==> config.mk <==
export PLATFORM = sky130hd
export DESIGN_NAME = svd_div_cell
export DESIGN_NICKNAME = d
export VERILOG_FILES = /design/src/hdl/svd_pkg.sv /design/src/hdl/svd_div_cell.sv
export SDC_FILE = /design/constraint.sdc
export NUM_CORES = 1
export LEC_CHECK = 0
export BUFFER_PORTS_ARGS = -buffer_cell sky130_fd_sc_hd__buf_2
export CORE_AREA = 5 5 74 90
export CTS_CLUSTER_DIAMETER = 150
export DETAILED_ROUTE_END_ITERATION = 8
export DIE_AREA = 0 0 79 95
export PLACE_DENSITY_LB_ADDON = 0.25
export RECOVER_POWER = 100
export SLEW_MARGIN = 10
export SYNTH_ARGS = -nofsm -noshare
export SYNTH_HDL_FRONTEND = slang
export SYNTH_SLANG_ARGS = --single-unit
export TNS_END_PERCENT = 10
==> constraint.sdc <==
create_clock -name clk -period 6.35 [get_ports clk]
set_input_delay 0.3175 -clock clk [delete_from_list [all_inputs] [get_ports clk]]
set_output_delay 0.3175 -clock clk [all_outputs]
set_load 0.1 [all_outputs]
==> src/hdl/svd_pkg.sv <==
`timescale 1ns / 1ps
package svd_pkg;

  localparam int XW      = 24;
  localparam int RW      = 24;
  localparam int QW      = 16;
  localparam int CW      = 33;
  localparam int NSTEPS  = 16;
  localparam int FRACW   = 26;

  localparam logic [2:0] REG_LEFT   = 3'd0;
  localparam logic [2:0] REG_WIDTH  = 3'd1;
  localparam logic [2:0] REG_HEIGHT = 3'd2;
  localparam logic [2:0] REG_AMP    = 3'd3;
  localparam logic [2:0] REG_FREQ   = 3'd4;
  localparam logic [2:0] REG_PHASE  = 3'd5;

  localparam logic signed [CW-1:0] CORDIC_X0 = 33'sd652032874;

  typedef struct packed {
    logic valid;
    logic zero;
    logic sat;
  } div_flags_t;

  function automatic logic [29:0] atan_lut(input logic [3:0] i);
    logic [29:0] r;
    unique case (i)
      4'd0:  r = 30'h20000000;
      4'd1:  r = 30'h12E4051E;
      4'd2:  r = 30'h09FB385B;
      4'd3:  r = 30'h051111D4;
      4'd4:  r = 30'h028B0D43;
      4'd5:  r = 30'h0145D7E1;
      4'd6:  r = 30'h00A2F61E;
      4'd7:  r = 30'h00517C55;
      4'd8:  r = 30'h0028BE53;
      4'd9:  r = 30'h00145F2F;
      4'd10: r = 30'h000A2F98;
      4'd11: r = 30'h000517CC;
      4'd12: r = 30'h00028BE6;
      4'd13: r = 30'h000145F3;
      4'd14: r = 30'h0000A2FA;
      default: r = 30'h0000517D;
    endcase
    return r;
  endfunction

endpackage

==> src/hdl/svd_div_cell.sv <==
`timescale 1ns / 1ps
module svd_div_cell (
  input  logic                      clk,
  input  logic                      rst,
  input  logic                      en,
  input  logic [svd_pkg::RW-1:0]    w,
  input  svd_pkg::div_flags_t       flags_in,
  input  logic [svd_pkg::RW-1:0]    r_in,
  input  logic [svd_pkg::QW-1:0]    q_in,
  output svd_pkg::div_flags_t       flags_out,
  output logic [svd_pkg::RW-1:0]    r_out,
  output logic [svd_pkg::QW-1:0]    q_out
);

  logic [svd_pkg::RW-1:0] r2;
  logic                   ge;

  assign r2 = {r_in[svd_pkg::RW-2:0], 1'b0};
  assign ge = (r2 >= w);

  always_ff @(posedge clk) begin
    if (rst) begin
      flags_out <= '0;
    end else if (en) begin
      flags_out <= flags_in;
    end
  end

  always_ff @(posedge clk) begin
    if (en) begin
      r_out <= ge ? (r2 - w) : r2;
      q_out <= {q_in[svd_pkg::QW-2:0], ge};
    end
  end

endmodule

## Word level (Yosys, flattened, before mapping)

Cells that the tools add are included.

| storage, ports and cells | value |
|---|---|
| word-level logic and storage cells | 9 |
| bits in latches | 0 |
| flip-flop bits (word level) | 43 |
| memories kept | 0 |
| input bits | 70 |
| bits in writable memories | 0 |
| memory bits (read-only) | 0 |

| cells by class | value |
|---|---|
| muxes and demuxes | 1 |
| bitwise operators | 0 |
| div/mod/pow operators | 0 |
| multipliers | 0 |
| magnitude comparators | 1 |
| reduce and logical (&&, ||, !) cells | 0 |
| shift-type cells | 0 |
| equality and inequality tests | 0 |
| add/sub/neg operators | 1 |

Operator list:

| operator | count |
|---|---|
| greater-or-equal comparator 24 bit | 1 |
| two-way mux 24 bit | 1 |
| subtractor 24 bit | 1 |

## Logic depth before layout (Yosys ltp)

| logic depth | value |
|---|---|
| word-level depth | 2 |
| gate-level depth with buffers | 11 |

## Worst setup path after synthesis

Ideal clock, no wire load.

| timing path | value |
|---|---|
| kind | input to register |
| start | input w[10] (netlist name) |
| end | register r_out[17] (netlist name) (data pin) |
| library setup time | 0.259 ns |
| stages on the path | 11 |
| setup slack | 3.968 ns |
| required time | 6.091 ns |
| arrival time | 2.123 ns |
| cell sequence | inv_1 ha_1 clkbuf_1 nand4_1 or4_1 o21a_1 o211ai_2 nor2_4 buf_6 a211oi_2 nor3b_2 |

| on the way | value |
|---|---|
| word-level cells in the longest chain between the ends | 2 |
| elaborated cells on any way between the ends | 3 |
| those cells by class | 1 x add/sub; 1 x order compare; 1 x mux |

Ends and longest elaborated chain:

| element | RTL line | RTL |
|---|---|---|
| start, declared | svd_div_cell.sv:6 | `input logic [svd_pkg::RW-1:0] w,` |
| subtractor 24 bit or greater-or-equal comparator 24 bit (tied branches) | svd_div_cell.sv:31, svd_div_cell.sv:19 |  |
| two-way mux 24 bit (*) | svd_div_cell.sv:31 | `r_out <= ge ? (r2 - w) : r2;` |
| end signal, assigned | svd_div_cell.sv:31 |  |
| end, declared | svd_div_cell.sv:11 | `output logic [svd_pkg::RW-1:0] r_out,` |

Every way passes the cells marked *; elsewhere a longest branch is shown, timed or not.
A chain may end at the register's enable or synchronous reset.

## Final worst setup path

| timing path | value |
|---|---|
| start | input w[0] (netlist name) |
| end | register r_out[19] (netlist name) (data pin) |

| on the way | value |
|---|---|
| word-level cells in the longest chain between the ends | 2 |
| elaborated cells on any way between the ends | 3 |
| those cells by class | 1 x add/sub; 1 x order compare; 1 x mux |

Ends and longest elaborated chain:

| element | RTL line | RTL |
|---|---|---|
| greater-or-equal comparator 24 bit | svd_div_cell.sv:19 | `assign ge = (r2 >= w);` |
| named net ge | svd_div_cell.sv:16 | `logic ge;` |
| two-way mux 24 bit | svd_div_cell.sv:31 |  |

The timed path passes the listed nets, and every way through them passes these cells.

==> reports/qor.csv <==
metric,value,unit
status,"complete, but fails checks",
violations,"max-capacitance violations, max-slew violations",
wl_met3,563,um
ctsHoldBuffers,0,
synth_seq_cells,43,
met2RoutedLength,3160,um
crit_arrival,3.80,ns
period_needed,3.68,ns
pin_count,113,
grt_max_degree,44,
grt_pass1_vias,2557,
hold_violations,0,
rsz0062_at_grt,false,
cts_setup_buffers,0,
final.setup.tns,0,ns
slowest_stage,nor2_4,
drtAntennaViolNets,0,
path_cells,"buf_2, inv_1, fa_1, nand3_1, a21oi_1, o311ai_0, a211oi_1, nor2_4, clkinvlp_2, o2111a_1, a211oi_1",
synth_commonest_cells,"40 x edfxtp_1, 33 x nand2_1, 30 x inv_1",
synth_ff_type,edfxtp_1,
cts_resized,0,
hold_class,input pin to flip-flop,
synth_top_cell_by_area,edfxtp_1,
rows,31,
critPathKind,input pin to flip-flop,
slew_headroom,-54.5,%
clk_latency,0.29,ns
synthDistinctLibCells,52,
finalMaxSlewViolations,44,
grtUsageTotal,18.5,%
critPathTopFamily,compound AO/OA/AOI/OAI gates,
grt.overflow.total,0,
clockRootBuffer,clkbuf_8,
wl_per_cell,13.9,um
fin_skew,0,ns
worst-path-buf-inv,3,
cp.required,6.47,ns
syn_inst,309,
tightest_slew,2.32,ns
syn_nets,404,
setup_ws,2.67,ns
ir_worst_vdd,0.144,mV
maxCapViolCount,1,
syn_area,2930,um^2
grt_pass1_wl,11100,um
fin_crit_sh,58.0,%
cts_buffers,5,
worst_path_most_repeated_cell,a211oi_1,
yosysWarnings,0,
fin_nets,514,
gp_congestion,0.834,
synth-edff-count,40,
synth_top_area_share,41.0,%
p_leak,0.00153,uW
ys_seq_area_share,43.1,%
drt_first_pass_iters,4,
finalCoreUtilization,61.1,%
max_freq,271,MHz
drc,0,
start_util,50.6,%
power.density,275,nW/um^2
die_area,7510,um^2
vias,2552,
core,5780,um^2
endpoint_kind,flip-flop,
post-synth-top-count-cell,edfxtp_1,
cp_max_fo,42,
top_layer_used,met4,
area_growth,20.7,%
async_reset_ff_share,0,%
drive_gt1_share,19.5,%
dp_hpwl,5220,um
die_h,95,um
cts_tree,yes,
yosys-top-cells-area,"edfxtp_1 41%, ha_1 10%, o21ai_0 4.8%",
pre_cts_ws,2.92,ns
setup_viol,0,
io_buffers,110,
diodes,0,
cts.clk_slew.worst_paths,0.09,ns
clockBufferDepth,2,
synth.avg_cell_area,9.47,um^2
drtIter0Drc,110,
die_w,79,um
antenna_found_initial,0,
finalWirelength,6750,um
cpPeakStageDelay,0.70,ns
clock_sinks,43,
cp-start-kind,input pin,
met1_length,2940,um
vias_per_cell,5.25,
htreeDepth,2,
==> layer usage <==
metal  vias to the layer above  track usage (%)
li1                       1336                -
met1                      1119             22.8
met2                        89             31.7
met3                         8             4.87
met4                         0             5.44
met5                         -                0
==> flip-flops by register name, indices dropped and copies added (netlist names) <==
name / cells
r_out: 24
q_out: 16
flags_out: 3
==> worst reg2reg max path, cell delays in order, from the launching register on <==
cell and delay [ns]:
dfxtp_1 0.33, mux2i_1 0.07, nor2_1 0.16
==> final timing paths <==
kind                                endpoint  depth (start not counted)    startpoint  slack [ns]
worst max-delay path               r_out[19]                         11          w[0]        2.67
worst max register to register  flags_out[1]                          2  flags_out[1]        5.73
worst min register to register  flags_out[0]                          2  flags_out[0]        0.51
worst min-delay path               q_out[12]                          1      q_in[11]        0.20
==> stage by stage <==
step	instances	hold slack [ns]	total power [uW]	area, um^2
floorplan	309	0.390	732	2930
global placement	478	0.469	808	3520
detailed placement	478	0.494	812	3520
CTS	486	0.192	990	3600
global route	486	0.180	1030	3530
finish	486	0.203	971	3530
==> power by group <==
part	leakage [uW]	switching (uW)	internal [uW]	total [uW]
sequential	0.000416	7.41	350	358
clock	0.0000412	97.2	77.1	174
combinational	0.00108	349	89.8	439
==> area by class of cell <==
cell class	instances	area, um^2
Tap cell	66	82.6
Multi-Input combinational cell	228	1490
Clock inverter	2	12.5
Clock buffer	6	72.6
Timing Repair Buffer	110	495
Sequential cell	43	1260
Inverter	31	118
Fill cell	543	2250
==> cell usage in the layout, fill, tap and decap left out, types with 2 or more instances in the layout <==
cell      netlist  final
nor3_1          4      4
a211oi_2        3      2
clkbuf_8        0      5
edfxtp_1       40     40
nor2_1         27     27
o311ai_0        1      2
inv_1          30     30
ha_1           24     24
xnor2_1         7      7
a211oi_1        4      5
mux2i_1         3      3
nand2b_1        3      3
o31ai_1         3      3
a21oi_1        25     25
nand3_1         8      8
buf_2           1     66
clkbuf_1        3     45
o21ai_1         2      2
nor2b_1         3      3
a21boi_0        3      3
o21ai_0        28     28
o211ai_1        4      4
xor2_1          9      9
nand4_1         4      4
nand3b_1        2      2
dfxtp_1         3      3
a21o_1          3      3
nand2_1        33     33
a31oi_1         3      3
or3_1           3      3
==> cell families after synthesis <==
family / Yosys count / share of synthesized area (%)
DFF: 43 / 43.1
xor gates and xnor gates: 16 / 4.79
and+or+nand+nor: 96 / 15.6
adders and majority gates: 25 / 10.9
AOI/OAI and AO/OA: 87 / 18.8
muxes: 4 / 1.41
buffers and inverters: 38 / 5.39
Note: power is estimated with default switching activity, not from simulation.
