## src/hdl/svd_pkg.sv

```systemverilog
`timescale 1ns / 1ps
package svd_pkg;

  localparam int XW      = 24;
  localparam int RW      = 24;
  localparam int QW      = 16;
  localparam int CW      = 33;
  localparam int NSTEPS  = 16;
  localparam int FRACW   = 26;

  localparam logic [2:0] REG_LEFT   = 3'd0;
  localparam logic [2:0] REG_WIDTH  = 3'd1;
  localparam logic [2:0] REG_HEIGHT = 3'd2;
  localparam logic [2:0] REG_AMP    = 3'd3;
  localparam logic [2:0] REG_FREQ   = 3'd4;
  localparam logic [2:0] REG_PHASE  = 3'd5;

  localparam logic signed [CW-1:0] CORDIC_X0 = 33'sd652032874;

  typedef struct packed {
    logic valid;
    logic zero;
    logic sat;
  } div_flags_t;

  function automatic logic [29:0] atan_lut(input logic [3:0] i);
    logic [29:0] r;
    unique case (i)
      4'd0:  r = 30'h20000000;
      4'd1:  r = 30'h12E4051E;
      4'd2:  r = 30'h09FB385B;
      4'd3:  r = 30'h051111D4;
      4'd4:  r = 30'h028B0D43;
      4'd5:  r = 30'h0145D7E1;
      4'd6:  r = 30'h00A2F61E;
      4'd7:  r = 30'h00517C55;
      4'd8:  r = 30'h0028BE53;
      4'd9:  r = 30'h00145F2F;
      4'd10: r = 30'h000A2F98;
      4'd11: r = 30'h000517CC;
      4'd12: r = 30'h00028BE6;
      4'd13: r = 30'h000145F3;
      4'd14: r = 30'h0000A2FA;
      default: r = 30'h0000517D;
    endcase
    return r;
  endfunction

endpackage

```

## src/hdl/svd_cordic_cell.sv

```systemverilog
`timescale 1ns / 1ps
module svd_cordic_cell #(
  parameter int STEP = 0
) (
  input  logic                          clk,
  input  logic                          rst,
  input  logic                          en,
  input  logic                          v_in,
  input  logic signed [svd_pkg::CW-1:0] x_in,
  input  logic signed [svd_pkg::CW-1:0] y_in,
  input  logic signed [svd_pkg::CW-1:0] t_in,
  output logic                          v_out,
  output logic signed [svd_pkg::CW-1:0] x_out,
  output logic signed [svd_pkg::CW-1:0] y_out,
  output logic signed [svd_pkg::CW-1:0] t_out
);

  logic signed [svd_pkg::CW-1:0] dx, dy, at;

  assign dx = y_in >>> STEP;
  assign dy = x_in >>> STEP;
  assign at = signed'({3'b000, svd_pkg::atan_lut(4'(STEP))});

  always_ff @(posedge clk) begin
    if (rst) begin
      v_out <= 1'b0;
    end else if (en) begin
      v_out <= v_in;
    end
  end

  always_ff @(posedge clk) begin
    if (en) begin
      if (!t_in[svd_pkg::CW-1]) begin
        x_out <= x_in - dx;
        y_out <= y_in + dy;
        t_out <= t_in - at;
      end else begin
        x_out <= x_in + dx;
        y_out <= y_in - dy;
        t_out <= t_in + at;
      end
    end
  end

endmodule

```

## config.mk

```make
export PLATFORM = sky130hd
export DESIGN_NAME = svd_cordic_cell
export DESIGN_NICKNAME = d
export VERILOG_FILES = /design/src/hdl/svd_pkg.sv /design/src/hdl/svd_cordic_cell.sv
export SDC_FILE = /design/constraint.sdc
export NUM_CORES = 1
export LEC_CHECK = 0
export BUFFER_PORTS_ARGS = -buffer_cell sky130_fd_sc_hd__buf_2
export CAP_MARGIN = 10
export CORE_MARGIN = 4
export CORE_UTILIZATION = 60
export DETAILED_ROUTE_END_ITERATION = 8
export PLACE_DENSITY_LB_ADDON = 0.12
export SETUP_SLACK_MARGIN = 0.4
export SLEW_MARGIN = 40
export SYNTH_ARGS = -nofsm -noshare
export SYNTH_HDL_FRONTEND = slang
export SYNTH_SLANG_ARGS = --single-unit
```

## constraint.sdc

```tcl
create_clock -name clk -period 7.95 [get_ports clk]
set_input_delay 0.795 -clock clk [delete_from_list [all_inputs] [get_ports clk]]
set_output_delay 0.795 -clock clk [all_outputs]
set_load 0.02 [all_outputs]
```

# Yosys cells after proc, flatten, opt, wreduce, memory -nomap -nowiden
# Cells that the tools add are included.
[word_totals] reg_bits=100 wordCells=12
[classes] n_addsub=5 mux=3
[ops] cell="$mux 33" n=3
[ops] cell="$sub 33x33->33" n=2
[ops] cell="$add 33x31->33 const B" n=1
[ops] cell="$add 33x33->33" n=1
[ops] cell="$sub 33x31->33 const B" n=1

# Longest topological paths before layout
[logic_depth] ltp_word=2 mapped_depth=12 depth_no_buf=11

# Worst setup path after synthesis
# OpenSTA, ideal clock, no wires.
[synth_path] path_kind="in2reg" startpoint="input x_in[0] in the netlist's numbering" endpoint="register x_out[26] in the netlist's numbering (data pin)" path_slack_ns=4.901 t_required_ns=7.695 setup_time_ns=0.255 stages=11 t_arrival_ns=2.794 cell_sequence="inv_1 ha_1 fa_1 nand2b_1 o21bai_1 a211oi_2 o31ai_2 a211oi_1 o311ai_2 a21oi_1 a31o_1"
[synth_via] elab_chain_len=2 word_cells_on_any_way=3
[synth_lines] item="from (decl)" line_no="svd_cordic_cell.sv:9" text="input logic signed [svd_pkg::CW-1:0] x_in,"
[synth_lines] item="$sub 33x33->33 / $add 33x33->33 (equally long branches)" line_no="svd_cordic_cell.sv:35, svd_cordic_cell.sv:39"
[synth_lines] item="$mux 33 (*)" line_no="svd_cordic_cell.sv:34" text="if (!t_in[svd_pkg::CW-1]) begin"
[synth_lines] item="to (signal assigned)" line_no="svd_cordic_cell.sv:35" text="x_out <= x_in - dx;"
[synth_lines] item="to (signal assigned)" line_no="svd_cordic_cell.sv:39" text="x_out <= x_in + dx;"
[synth_lines] item="to (decl)" line_no="svd_cordic_cell.sv:13" text="output logic signed [svd_pkg::CW-1:0] x_out,"
# Mark *: on every way between the ends. The rest lies on a longest branch, timed or not.
# A chain may end at the register's enable or synchronous reset.

# Worst setup path after layout
[layout_path] startpoint="input x_in[0] in the netlist's numbering" endpoint="register x_out[30] in the netlist's numbering (data pin)"
# The elaborated chain is that of the path after synthesis.

==> impl_metrics.yaml <==
run_status:
  outcome: "completed"
placed_design:
  gp_congestion: 1.02
  placement.io_buffers: 202
  dp_hpwl_mm: 21.5
  pre_cts_ws_ns: 4.09
clock_network:
  cts_resized: 0
  cts_sinks: 99
  cts_inserted_buffers: 9
  post-cts-setup-buffer-count: 0
  clk_pin_slew_ns: 0.07
  tritoncts: "built"
  h-tree-depth: 3
  clock_latency_ns: 0.35
  cts-hold-fix-buffers: 0
  clk_path_buf_depth: 2
  root_buffer: "clkbuf_16"
power:
  peakVddDrop_uv: 102
  power_leakage_uw: 0.00447
  p_total_uw: 1840
  powerDensity_nw_per_um2: 181
setup_path:
  required_ns: 8.05
  path_delay_family: "compound AO/OA/AOI/OAI gates"
  crit_path_top_delay_cell: "nor3_1"
  worstPathArrival_ns: 3.74
  start_kind: "input port"
  crit_path_cell_trace: "buf_2, ha_1, fa_1, nor2b_1, o211ai_1, a31oi_1, nor3_1, nor3b_1, o21ai_0, o41ai_2, xnor2_1"
  crit_buf_inv: 1
  cp_max_fo: 4
  crit_path_end_kind: "flop"
  crit_type: "in2reg"
  slowest_delay_ns: 0.58
synthesis:
  synthArstFlopShare_pct: 0
  synth_seq_cells: 99
  synth_nets: 1194
  postSynthCellCount: 989
  netlist_area_um2: 8880
  synth.distinct_cells: 80
  yosysWarnings: 0
  synthFlopType: "edfxtp_1"
  synth_edf_count: 98
  ys_seq_area_share_pct: 33.4
  syn_avg_cell_area_um2: 8.98
layout:
  layout-drive-gt1-share_pct: 21.6
  fin_util_pct: 70.0
  nets: 1364
  multi_input_comb_area_um2: 5240
  ff_latch_area_um2: 2960
  n_fill_cell: 1161
  area_growth_pct: 14.6
floorplan:
  die_x_um: 130
  rows: 44
  dieHeight_um: 130
  coreArea_um2: 14500
  num_io_pins: 203
  initial_utilization_pct: 61.1
  dieArea_um2: 16800
global_routing:
  grt_pass1_vias: 7683
  grt_max_degree: 77
  use_met1_pct: 44.6
  grt_util_met3_pct: 7.21
  grtUsageMet2_pct: 47.6
  busiest_layer: "met2"
  grtUsageTotal_pct: 31.8
  antenna_found_initial: 4
  grt_pass1_wl_mm: 41.7
  grt_overflow: 0
sta:
  max_freq_mhz: 274
  drv_slew: 0
  hold_viol_final: 0
  max_slew.worst_pin.slew_ns: 0.788
  fin_crit_ns: 3.65
  rsz0062_at_grt: "no"
  fin_ws_ns: 4.30
  timing.final.crit_share_pct: 45.9
  clock_skew_ns: 0
  fin_tns_setup_ns: 0
  setup_violations: 0
  slew_headroom_pct: 47.5
drt:
  vias_per_cell: 6.25
  wire_per_inst_um: 20.2
  dr_total_vias: 8441
  routed_wl_mm: 27.3
  drt-pass1-iter-count: 6
  drt_iter0_drc: 1244
  post-route-drc-count: 0
  ant_nets: 0
worst_hold_path:
  hold_path.class: "reg2reg"
run:
  maxCapViolations: 0
[flip-flops by register name (all words and copies together) (netlist names)]
register,count
t_out,33
x_out,33
y_out,32
v_out,1
[cells in the final DEF (no fill, tap or decap), types with 15 or more instances in the layout]
cell type  count
inv_1         99
xnor2_1       58
o21bai_1      16
o211ai_1      16
nand2_1       48
o21ai_0       74
nor2_1        74
a21oi_1      117
buf_2        201
ha_1          98
nand3_1       15
nand4_1       15
a21o_1        16
nor3_1        19
edfxtp_1      98
[path summary, 6_finish.rpt]
kind | from | end | slack, ns | cells past startpoint
setup / recovery | x_in[0] | x_out[30] | 4.30 | 11
hold / removal | v_out | v_out | 0.55 | 2
setup reg to reg | v_out | v_out | 7.31 | 2
hold reg to reg | v_out | v_out | 0.55 | 2
[kinds of logic after synthesis]
| logic type | synth area share (%) |
|---|---|
| mux | 1.59 |
| flops | 33.4 |
| fa+ha+maj | 14.7 |
| compound gates | 24.1 |
| simple gates | 12.4 |
| xor+xnor | 6.22 |
| buf+inv | 7.63 |
[stage by stage]
step	cells	hold slack (ns)	instance area (um^2)
5_1_grt	1351	0.587	10200
4_1_cts	1348	0.567	10200
6_report	1351	0.554	10200
3_3_place_gp	1332	0.474	9860
2_1_floorplan	989	0.579	8880
3_5_place_dp	1332	0.556	9860
[layer usage]
metal  share of wire, %  wire, um
met5              0.062        17
met4                3.6       969
met3                 12      3250
met2                 44     11900
met1                 41     11100
[report_power, final]
group          internal, uW  switching (uW)  total [uW]
Clock                   221             220         442
Sequential              672            26.5         698
Combinational           241             458         700
[synthesized netlist by cell type (3+ instances only)]
cell type  count  area share, %
a2111oi_0      3           0.30
a211o_1        3           0.30
a211oi_1      11           0.93
a211oi_2       4           0.56
a21o_1        16            1.4
a21oi_1      117            6.6
a221oi_1       3           0.30
a31oi_1        9           0.63
buf_1          3           0.13
buf_2          6           0.34
buf_4          6           0.51
buf_6         10            1.3
clkbuf_1      19           0.80
clkinv_1       5           0.21
edfxtp_1      98             33
fa_1           4           0.90
ha_1          98             14
inv_1         99            4.2
mux2i_1       13            1.5
nand2_1       48            2.0
nand2b_1      11           0.78
nand3_1       15           0.85
nand4_1       15            1.1
nor2_1        74            3.1
nor2b_1        8           0.56
nor3_1        19            1.1
nor4_1         9           0.63
o211ai_1      16            1.4
o21a_1         3           0.25
o21ai_0       74            4.2
o21ai_1        5           0.28
o21bai_1      16            1.4
o221ai_1       4           0.39
o2bb2ai_1      3           0.30
o311ai_0       3           0.30
o31ai_1        9           0.76
or2_2          8           0.56
or3_1          9           0.63
xnor2_1       58            5.7
xor2_1         5           0.49
[worst reg2reg max path, delay by kind of cell, from the launching register on]
kind	cells	cell delay (ns)
muxes	1	0.16
DFF	1	0.31
and+or+nand+nor	1	0.07
[final cells by class]
type                            count  share of cell area (%)
Multi-Input combinational cell    739                    51.5
Sequential cell                    99                    29.1
Timing Repair Buffer              205                    10.2
Inverter                          105                    3.88
Tap cell                          184                    2.26
Clock buffer                        9                    2.21
Clock inverter                      7                   0.726
Antenna cell                        3                  0.0738
Power figures use the tool's default switching activity.
